File: src/hdl/p2l_pkg.sv
// ----------------------------------------------------------------------------
// p2l_pkg
// Shared constants and cell data types of the point-to-line distance unit.
// ----------------------------------------------------------------------------
`timescale 1ns / 1ps
`default_nettype none

package p2l_pkg;

   localparam int CoordWidth    = 32;
   localparam int FracBits      = 16;
   localparam int CsrIndexWidth = 3;
   localparam int DivSteps      = 32;
   localparam int SqrtSteps     = 31;
   localparam int Latency       = 76;

   localparam logic [31:0] FixOne = 32'h0001_0000;
   localparam logic [31:0] PosMax = 32'h7FFF_FFFF;
   localparam logic [31:0] NegMax = 32'h8000_0000;

   localparam logic [CsrIndexWidth-1:0] REG_ORIGIN_X = 3'd0;
   localparam logic [CsrIndexWidth-1:0] REG_ORIGIN_Y = 3'd1;
   localparam logic [CsrIndexWidth-1:0] REG_ORIGIN_Z = 3'd2;
   localparam logic [CsrIndexWidth-1:0] REG_DIR_X    = 3'd3;
   localparam logic [CsrIndexWidth-1:0] REG_DIR_Y    = 3'd4;
   localparam logic [CsrIndexWidth-1:0] REG_DIR_Z    = 3'd5;

   // one restoring division step: partial remainder, dividend bits still to
   // shift in, quotient bits so far
   typedef struct packed {
      logic [63:0] rem;
      logic [31:0] low;
      logic [31:0] quo;
   } div_type;

   // one digit-by-digit square root step
   typedef struct packed {
      logic [61:0] rad;
      logic [32:0] rem;
      logic [30:0] root;
   } sqrt_type;

endpackage

`default_nettype wire

File: src/hdl/p2l_sqrt_cell.sv
// ----------------------------------------------------------------------------
// p2l_sqrt_cell
// One root bit of the integer square root chain, registered.
// ----------------------------------------------------------------------------
`timescale 1ns / 1ps
`default_nettype none

module p2l_sqrt_cell (
   input  logic               clock,
   input  logic               en,
   input  p2l_pkg::sqrt_type  up_data,
   output p2l_pkg::sqrt_type  dn_data
);
   import p2l_pkg::*;

   logic [34:0] part;
   logic [34:0] trial;
   logic [34:0] rest;
   logic        take;
   sqrt_type    step_in;
   sqrt_type    step_ff;

   always_comb begin
      part          = {up_data.rem, up_data.rad[61:60]};
      trial         = {2'b00, up_data.root, 2'b01};
      rest          = part - trial;
      take          = (part >= trial);
      step_in.rem   = take ? rest[32:0] : part[32:0];
      step_in.rad   = {up_data.rad[59:0], 2'b00};
      step_in.root  = {up_data.root[29:0], take};
   end

   always_ff @(posedge clock) begin
      if (en) begin
         step_ff <= step_in;
      end
   end

   assign dn_data = step_ff;

endmodule

`default_nettype wire

File: config.mk
export PLATFORM = sky130hd
export DESIGN_NAME = p2l_sqrt_cell
export DESIGN_NICKNAME = d
export VERILOG_FILES = /design/src/hdl/p2l_pkg.sv /design/src/hdl/p2l_sqrt_cell.sv
export SDC_FILE = /design/constraint.sdc
export NUM_CORES = 1
export LEC_CHECK = 0
export ABC_AREA = 1
export BUFFER_PORTS_ARGS = -buffer_cell sky130_fd_sc_hd__buf_2
export CAP_MARGIN = 20
export CORE_MARGIN = 10
export CORE_UTILIZATION = 40
export CTS_CLUSTER_SIZE = 8
export DETAILED_ROUTE_END_ITERATION = 12
export PLACE_DENSITY_LB_ADDON = 0.12
export SLEW_MARGIN = 5
export SYNTH_ARGS = -nofsm -noshare
export SYNTH_HDL_FRONTEND = slang
export SYNTH_SLANG_ARGS = --single-unit
File: constraint.sdc
create_clock -name clock -period 2.3 [get_ports clock]
set_input_delay 0.69 -clock clock [delete_from_list [all_inputs] [get_ports clock]]
set_output_delay 0.69 -clock clock [all_outputs]
set_load 0.01 [all_outputs]
* Word level (Yosys, flattened, before mapping)
Cells that the tools add are included.
** Operators by class
- Mux-type cells :: 1
- $lt $le $gt $ge :: 1
- Add/subtract/negate cells :: 1
** Operators with widths (count)
- 35-bit by 33-bit >= comparator with 1-bit output :: 1
- 33-bit 2-to-1 mux :: 1
- 33-bit subtractor :: 1
** Word-level totals
- Bits in registers :: 124
- Word-level logic and storage cells :: 6
- Output and inout bits :: 126

* Logic depth before layout (Yosys ltp)
- Word-level depth :: 2
- Mapped depth :: 15
- Depth with buffers taken out :: 14

* Worst setup path after synthesis
OpenSTA, ideal clock, no wires.
- Kind :: input port to flip-flop
- From :: input port up_data[28] in the netlist's numbering
- To :: register step_ff, in the netlist dn_data[56] (data pin)
- Setup time :: 0.252 ns
- Stages :: 12
- Arrival :: 2.035 ns
- Data required time :: 2.048 ns
- Path slack :: 0.012 ns
- Cell sequence :: inv_1 -> ha_1 -> nand2_1 -> inv_1 -> a21oi_1 -> nand2b_1 -> nand3_2 -> nor2_4 -> nand2_8 -> buf_12 -> nand3_2 -> nand2_1
** RTL lines
- start, declared :: line p2l_sqrt_cell.sv:11 : input p2l_pkg::sqrt_type up_data,
- end signal, assigned :: line p2l_sqrt_cell.sv:35 : step_ff <= step_in;
- end, declared :: line p2l_sqrt_cell.sv:21 : sqrt_type step_ff;

==> results.md <==
- Iteration-0 DRC Markers: 317
- Initial Util: 0.408
- Leakage power: ~5.4 nW
- Post-synth EDFFs: 124
- Routed wire per std cell: 15.6 um
- Power Density: 695 mW/mm^2
- First-pass GRT wire length: ~35 mm
- CORE AREA: 0.0173 sq mm
- Post-CTS Hold Fix Bufs: 0
- CTS tree: yes
- Clk sink count: 124
- Final cycle utilization of the critical path: 0.956
- Post-route ant nets: 0
- Synth Warn #: 0
- Synthesized flop and latch total: 124
- Fin. max-slew vios: 0
- Yosys cell types: 32
- H-tree Lvls: 4
- Port Buffers: 251
- Fraction of registers with async set/reset: 0
- Crit path max fanout: 11
- Die area: roughly 0.023 sq mm
- Final hold vios: 0
- # fillers: 1571
- Tmin final: 2.20 ns
- Die Width: 153 um
- Synth Flop Type: edfxtp_1
- Clk slew on worst S/H paths: 0.06 ns
- Global Route Usage Sum: 0.188
- Worst Path Arrival: 2.36 ns
- Die Span Y: about 150 um
- Cell Area, Placed: 0.00945 sq mm
- F_max: 455 MHz
- Peak supply drop: 0.493 mV
- Sequential element share of the synthesized area: 0.527
- Dpl hpwl: 18.2 mm
- Syn_area_per_cell: 8.67 sq um
- Critical Path RT: 2.46 ns
- Final antenna diode count: 0
- Netlist area before placement: a little over 0.007 sq mm
- Vias in the first global route: 6492
- Worst setup SP type: input port
- CTS Root Buffer Type: clkbuf_16
- WL final: about 22 mm
- CTS Buf Count: 17
- First-pass DRT Iterations: 5
- Final worst slack: 0.100 ns
- Critical path type: in -> reg
- Unrepaired setup endpoints after global routing: false
- Status: completed
- CP Capture Type: register
- Total power: approximately 7.1 mW
- RePlAce Congestion: 0.892
- # nets final: 1351
- Initial antenna violation count: 1
- Area grow syn2layout: 44.1%
- Max Cap Violations: 0
- Setup_tns: 0 ns
- Final Cell Area: 0.0102 sq mm
- Setup slack at placement: -0.376 ns
- Top-Level Pins: 254
- Hold Path Class: in -> reg
- Endpoints failing setup: 0
- Share of cells above drive strength 1: 0.382
- Clock tree buffer depth: 2
- Pin count of the biggest net entering global routing: 80
- Mapped Cells: ~810
- GRT Residual Overflow: 0
- Via density: about 4.5
- DR DRC count: 0
- # rows: 48
- Via count of the routed design: between 6000 and 7000
- Max reg flops: 124
[synthesized netlist by cell type, types with 2 or more instances]
cell type / count / area, sq um
nor2_2: 7 / 43.8
and2_1: 3 / 18.8
ha_1: 33 / 413
nor2_1: 35 / 131
nand2_2: 4 / 25.0
inv_2: 9 / 33.8
buf_2: 6 / 30.0
nand2_1: 291 / 1090
inv_1: 156 / 586
nand4_1: 5 / 31.3
nor3_1: 9 / 45.0
edfxtp_1: 124 / 3720
buf_4: 2 / 15.0
xor2_1: 13 / 114
nand3_2: 16 / 160
nand3_1: 58 / 290
nand3b_1: 9 / 67.6
a21oi_1: 20 / 100
[worst paths after layout]
path	to	cells past startpoint	slack, ns	startpoint
max	dn_data[43]	14	0.10	up_data[21]
min	dn_data[106]	1	0.44	up_data[104]
[what timing repair did]
item / 4_1_cts / 5_1_grt
resized for setup: 0 / 23
endpoints found under the setup margin: 0 / 32
buffers inserted: 0 / 1
[cell usage in the layout, fill, tap and decap left out, types with 5 or more instances in the layout]
cell,netlist,final
a21oi_1,20,18
buf_12,1,6
buf_2,6,250
buf_4,2,110
clkbuf_16,0,17
edfxtp_1,124,124
ha_1,33,25
ha_4,0,7
inv_1,156,156
inv_2,9,9
inv_6,0,5
nand2_1,291,286
nand2_2,4,9
nand3_1,58,57
nand3_2,16,17
nand3b_1,9,9
nand4_1,5,5
nor2_1,35,32
nor2_2,7,9
nor3_1,9,7
xor2_1,13,13
[area by class of cell]
type | instances | area [sq um] | area share
multi-input cells | 515 | 2770 | 0.272
clock inverters | 15 | 151 | 0.0149
repair buffers | 367 | 2210 | 0.217
inverters | 165 | 619 | 0.0609
clock buffers | 17 | 425 | 0.0418
well taps | 225 | 282 | 0.0277
flip-flops and latches | 124 | 3720 | 0.366
[metrics by stage]
step           instances  hold slack, ns  utilization
6_report            1428           0.440        0.588
5_1_grt             1428           0.420        0.588
4_1_cts             1427           0.424        0.580
3_5_place_dp        1395           0.868        0.546
3_3_place_gp        1395           0.866        0.546
2_1_floorplan        815           0.789            -
[cell families after synthesis]
kind of cell | count (synthesis) | synth area share
AO/OA/AOI/OAI | 23 | 0.0170
XOR/XNOR | 14 | 0.0174
adder cells (fa/ha/maj) | 33 | 0.0585
buffers and inverters | 176 | 0.101
flip-flops | 124 | 0.527
other | 1 | 0.000531
AND/OR/NAND/NOR | 443 | 0.279
[where the power goes]
part	total [mW]	switching, mW	internal (mW)
clock network	2.63	1.11	1.52
registers	2.81	0.0510	2.76
logic	1.63	0.917	0.717
[metal layers]
layer / wire length, um / up-vias / share of wire / track usage
li1: - / 3335 / - / -
met1: 9840 / 2860 / 0.44 / 0.233
met2: 10700 / 230 / 0.48 / 0.314
met3: 1570 / 19 / 0.070 / 0.0533
met4: 263 / 2 / 0.012 / 0.0500
met5: 13 / - / 0.00058 / 0
[critical path, stage by stage]
cell and delay (ns):
buf_2 0.09, inv_1 0.04, ha_1 0.35, nand2_1 0.13, nor2_2 0.06, nand2_1 0.13, nor2_2 0.05, nand2_1 0.08
nand3_2 0.08, nor2_4 0.23, nand2_8 0.12, buf_12 0.16, nand2_1 0.07, nand2_1 0.06
(Power assumes the default switching activity.)
