==> src/hdl/p2l_pkg.sv <==
// ----------------------------------------------------------------------------
// p2l_pkg
// Shared constants and cell data types of the point-to-line distance unit.
// ----------------------------------------------------------------------------
`timescale 1ns / 1ps
`default_nettype none

package p2l_pkg;

   localparam int CoordWidth    = 32;
   localparam int FracBits      = 16;
   localparam int CsrIndexWidth = 3;
   localparam int DivSteps      = 32;
   localparam int SqrtSteps     = 31;
   localparam int Latency       = 76;

   localparam logic [31:0] FixOne = 32'h0001_0000;
   localparam logic [31:0] PosMax = 32'h7FFF_FFFF;
   localparam logic [31:0] NegMax = 32'h8000_0000;

   localparam logic [CsrIndexWidth-1:0] REG_ORIGIN_X = 3'd0;
   localparam logic [CsrIndexWidth-1:0] REG_ORIGIN_Y = 3'd1;
   localparam logic [CsrIndexWidth-1:0] REG_ORIGIN_Z = 3'd2;
   localparam logic [CsrIndexWidth-1:0] REG_DIR_X    = 3'd3;
   localparam logic [CsrIndexWidth-1:0] REG_DIR_Y    = 3'd4;
   localparam logic [CsrIndexWidth-1:0] REG_DIR_Z    = 3'd5;

   // one restoring division step: partial remainder, dividend bits still to
   // shift in, quotient bits so far
   typedef struct packed {
      logic [63:0] rem;
      logic [31:0] low;
      logic [31:0] quo;
   } div_type;

   // one digit-by-digit square root step
   typedef struct packed {
      logic [61:0] rad;
      logic [32:0] rem;
      logic [30:0] root;
   } sqrt_type;

endpackage

`default_nettype wire

==> src/hdl/p2l_div_cell.sv <==
// ----------------------------------------------------------------------------
// p2l_div_cell
// One quotient bit of the unsigned restoring divider chain, registered.
// ----------------------------------------------------------------------------
`timescale 1ns / 1ps
`default_nettype none

module p2l_div_cell (
   input  logic              clock,
   input  logic              en,
   input  logic [63:0]       den,
   input  p2l_pkg::div_type  up_data,
   output p2l_pkg::div_type  dn_data
);
   import p2l_pkg::*;

   logic [64:0] trial;
   logic [64:0] rest;
   logic        take;
   div_type     step_in;
   div_type     step_ff;

   always_comb begin
      trial        = {up_data.rem, up_data.low[31]};
      rest         = trial - {1'b0, den};
      take         = (trial >= {1'b0, den});
      step_in.rem  = take ? rest[63:0] : trial[63:0];
      step_in.low  = {up_data.low[30:0], 1'b0};
      step_in.quo  = {up_data.quo[30:0], take};
   end

   always_ff @(posedge clock) begin
      if (en) begin
         step_ff <= step_in;
      end
   end

   assign dn_data = step_ff;

endmodule

`default_nettype wire

==> config.mk <==
export PLATFORM = sky130hd
export DESIGN_NAME = p2l_div_cell
export DESIGN_NICKNAME = d
export VERILOG_FILES = /design/src/hdl/p2l_pkg.sv /design/src/hdl/p2l_div_cell.sv
export SDC_FILE = /design/constraint.sdc
export NUM_CORES = 1
export LEC_CHECK = 0
export ABC_CLOCK_PERIOD_IN_PS = 10300
export BUFFER_PORTS_ARGS = -buffer_cell sky130_fd_sc_hd__buf_2
export CAP_MARGIN = 40
export CORE_UTILIZATION = 40
export DETAILED_ROUTE_END_ITERATION = 8
export PLACE_DENSITY = 0.76
export SETUP_SLACK_MARGIN = 0.3
export SYNTH_ARGS = -nofsm -noshare
export SYNTH_HDL_FRONTEND = slang
export SYNTH_SLANG_ARGS = --single-unit
==> constraint.sdc <==
create_clock -name clock -period 10.3 [get_ports clock]
set_clock_uncertainty 0.1 [all_clocks]
set_input_delay 2.06 -clock clock [delete_from_list [all_inputs] [get_ports clock]]
set_output_delay 2.06 -clock clock [all_outputs]
set_load 0.02 [all_outputs]
Word level (Yosys, flattened, before mapping)

Index checks and enable logic that the tools add are counted.

Add/subtract/negate cells: 1
Multiply operators: 0
Divide/modulo/power cells: 0
$lt $le $gt $ge: 1
Equal/unequal tests: 0
Shift-type cells: 0
Multiplexer cells: 1
Bitwise gates (word level): 0
Reductions and logical operators: 0

Operators with widths:

| cell                           | count |
|---|---|
| >= comparator 65 x 64 -> 1 bit | 1 |
| two-way mux 64 bit             | 1 |
| subtractor 64 bit              | 1 |

Bits in registers: 127
Bits in latches: 0
RAM bits: 0
ROM bits: 0
Input port bits: 194
Logic and storage cells: 6
Memories: 0

Logic depth before layout (Yosys ltp)

Depth after elaboration: 2
Mapped depth: 14
Gate-level depth less buffers: 13

Worst setup path before layout

OpenSTA, ideal clock, no wires.

Path type: input to register
From: input port up_data[63] (netlist name)
To: register step_ff (netlist bit dn_data[116]) (data pin)
Arrival time: 4.630 ns
Required time: 9.940 ns
Slack: 5.310 ns
Stages on the path: 13
Buffers on the path: 0
Path through: inv_1 -> ha_1 -> fa_1 -> nand2b_1 -> a21oi_1 -> nor2_2 -> o311ai_1 -> a311o_1 -> a31o_4 -> a21o_4 -> a31oi_4 -> xnor2_1 -> mux2_4

RTL lines:

| item                 | line               | RTL |
|---|---|---|
| start, declared      | p2l_div_cell.sv:12 | `input p2l_pkg::div_type up_data,` |
| end signal, assigned | p2l_div_cell.sv:34 | `step_ff <= step_in;` |
| end, declared        | p2l_div_cell.sv:21 | `div_type step_ff;` |

==> results.yml <==
detailed_routing:
  wl_met1_um: 10400
  wl_met2_um: 12300
  wl_met3_um: 1570
  wl_um: 24800
  dr.first_iter.drc_count: 335
  vias_per_cell: 5.23
  wire_per_inst_um: 16.6
  top_layer: "met4"
  final_antenna_net_count: 0
  drtPass1Iterations: 5
  drt_drc_violations_left: 0
  via_count: 7794
floorplan:
  core_um2: 21200
  start_util: 0.411
  die_h_um: 149
  row_count: 53
  dieArea_um2: 22300
  die_w_um: 149
  io_pins: 322
critical_path:
  worstPathRequired_ns: 10.38
  crit_type: "input port to flop"
  crit_path_end: "dn_data[119]"
  start_kind: "input port"
  worstPathArrival_ns: 5.93
  critPathSlowestCell: "buf_4"
  path_cells: "buf_2, inv_1, ha_1, nor2b_1, o2111a_1, o21ai_1, o311ai_2, o2111ai_1, a21oi_1, o21ai_1, a21oi_4, buf_12, buf_4, mux2_2"
  crit_fanout: 69
  max_stage_delay_ns: 0.57
  critPathCaptureType: "flop"
  path_common_cell: "o21ai_1"
  startpoint: "den[1]"
logic_synthesis:
  synth_warnings: 0
  yosysTopAreaCell: "edfxtp_1"
  syn-instance-count: 898
  ys.flop_type: "edfxtp_1"
  synth_top_area_frac: 0.439
  synth_area_leaders: "edfxtp_1, ha_1, a21oi_1, xnor2_1, nor2_1"
  async_flop_share: 0
  yosysMostFrequentCell: "edfxtp_1"
  synth_common_cells: "edfxtp_1, a21oi_1, nor2_1, inv_1, ha_1"
  synth-edff-count: 127
  synth_fp_nets: 1157
  synth_area_um2: 8690
  synth.distinct_cells: 65
  ys_seq_area_frac: 0.439
  ys_ff_latch: 127
  synth.avg_cell_area_um2: 9.68
grt:
  grt_pass1_wl_um: 37600
  grt_pass1_vias: 7459
  antenna_found_initial: 6
  grt_max_degree: 70
  track_usage: 0.218
  grt_overflow: 0
final_layout:
  drive_gt1_frac: 0.325
  fin_nets: 1455
  syn_to_final_growth_pct: 27.3
  largest_reg_flops: 127
cts:
  cts_hold_buf: 0
  cts_resized: 0
  cts_tree: "yes"
  root_buffer: "clkbuf_16"
  clk_pin_slew_ns: 0.06
  clk_path_buf_depth: 2
  cts.htree.levels: 4
  clock_sinks: 127
  post_cts_buffers: 0
  numCtsBuffers: 17
pwr:
  power_density_nw_per_um2: 164
  seqPwrFrac: 0.368
  pwr-share-comb: 0.299
  p_leak_nw: 5.05
  p_sw_frac: 0.337
  p_clk_frac: 0.333
  p_int_w: 0.00120
  ir_drop_mv: 0.0998
  p_sw_w: 0.000609
sta:
  fmaxAchievable_ghz: 0.171
  setup_total_negative_slack_ns: 0
  tightest_slew_ns: 0.773
  slew_headroom: 0.478
  finalSetupViolCount: 0
  rsz0062_at_grt: "no"
  finalCritPeriodShare: 0.568
  fin_ws_ns: 4.45
  fin_crit_ns: 5.85
  finalHoldViolCount: 0
  drv_slew: 0
placement:
  globalplace.congestion: 0.938
  dp_slack_ns: 3.97
  dpl.hpwl_um: 19600
  io_buffers: 319
flow_run:
  maxCapViolCount: 0
status:
  run_status: "complete, no violations"
worst_hold_path:
  min_path_type: "input port to flop"
==> power groups by stage <==
stage                     Clock [W]  Sequential [W]  Combinational (W)
after floorplan                   0        0.000765           0.000278
after global placement            0        0.000678           0.000528
after detailed placement          0        0.000677           0.000538
after CTS                  0.000610        0.000667           0.000541
after global routing       0.000631        0.000673           0.000592
final                      0.000603        0.000667           0.000541
==> metrics by stage <==
stage / std cells / utilization / instance area, µm² / hold WS, ns / power (W)
after global routing: 1489 / 0.523 / 11100 / 1.69 / 0.00190
final: 1491 / 0.523 / 11100 / 1.70 / 0.00181
after global placement: 1450 / 0.493 / 10400 / 2.14 / 0.00121
after CTS: 1484 / 0.522 / 11100 / 1.69 / 0.00182
after floorplan: 898 / - / 8690 / 2.06 / 0.00104
after detailed placement: 1452 / 0.495 / 10500 / 2.14 / 0.00122
==> worst min-delay path by stage <==
| stage | startpoint | to | slack, ns | depth (start not counted) |
|---|---|---|---|---|
| after global routing | up_data[41] | dn_data[42] | 1.69 | 1 |
| after detailed placement | up_data[57] | dn_data[58] | 2.14 | 1 |
| after floorplan | up_data[9] | dn_data[10] | 2.06 | 0 |
| final | up_data[45] | dn_data[46] | 1.70 | 1 |
| after CTS | up_data[36] | dn_data[37] | 1.69 | 1 |
| after global placement | up_data[24] | dn_data[25] | 2.14 | 1 |
==> critical path: cells and delay by family <==
family | cells | cell delay, ns
simple gates | 1 | 0.17
compound gates | 7 | 1.95
fa+ha+maj | 1 | 0.28
mux | 1 | 0.42
buf+inv | 4 | 0.96
==> kinds of logic after synthesis <==
family	Yosys count	share of synthesized area
adder cells (fa/ha/maj)	65	0.0944
buffers and inverters	126	0.0603
other	1	0.000431
multiplexers	20	0.0263
AND/OR/NAND/NOR	231	0.123
AO/OA/AOI/OAI	267	0.195
XOR/XNOR	61	0.0615
flip-flops	127	0.439
==> cells in the final DEF (no fill, tap or decap), types with 8 or more instances in the layout <==
| cell | n |
|---|---|
| a21o_1 | 33 |
| a21oi_1 | 122 |
| buf_2 | 318 |
| clkbuf_16 | 17 |
| edfxtp_1 | 127 |
| ha_1 | 64 |
| inv_1 | 81 |
| mux2_2 | 19 |
| nand2_1 | 56 |
| nand3_1 | 15 |
| nand4_1 | 27 |
| nor2_1 | 83 |
| nor3_1 | 9 |
| nor4_1 | 8 |
| o21ai_0 | 38 |
| o21bai_1 | 11 |
| xnor2_1 | 36 |
| xor2_1 | 25 |
==> layer usage <==
layer  vias up  GRT usage
li1       3871          -
met1      3595      0.263
met2       295      0.382
met3        33     0.0323
met4         0     0.0990
met5         -          0
==> area by class of cell <==
cell class	count	area, µm²
repair buffers	324	1660
flip-flops and latches	127	3810
well taps	275	344
multi-input cells	645	4360
fillers	1941	10100
inverters	81	304
clock inverters	15	148
clock buffers	17	425
diodes	7	17.5
Power figures use the tool's default switching activity.
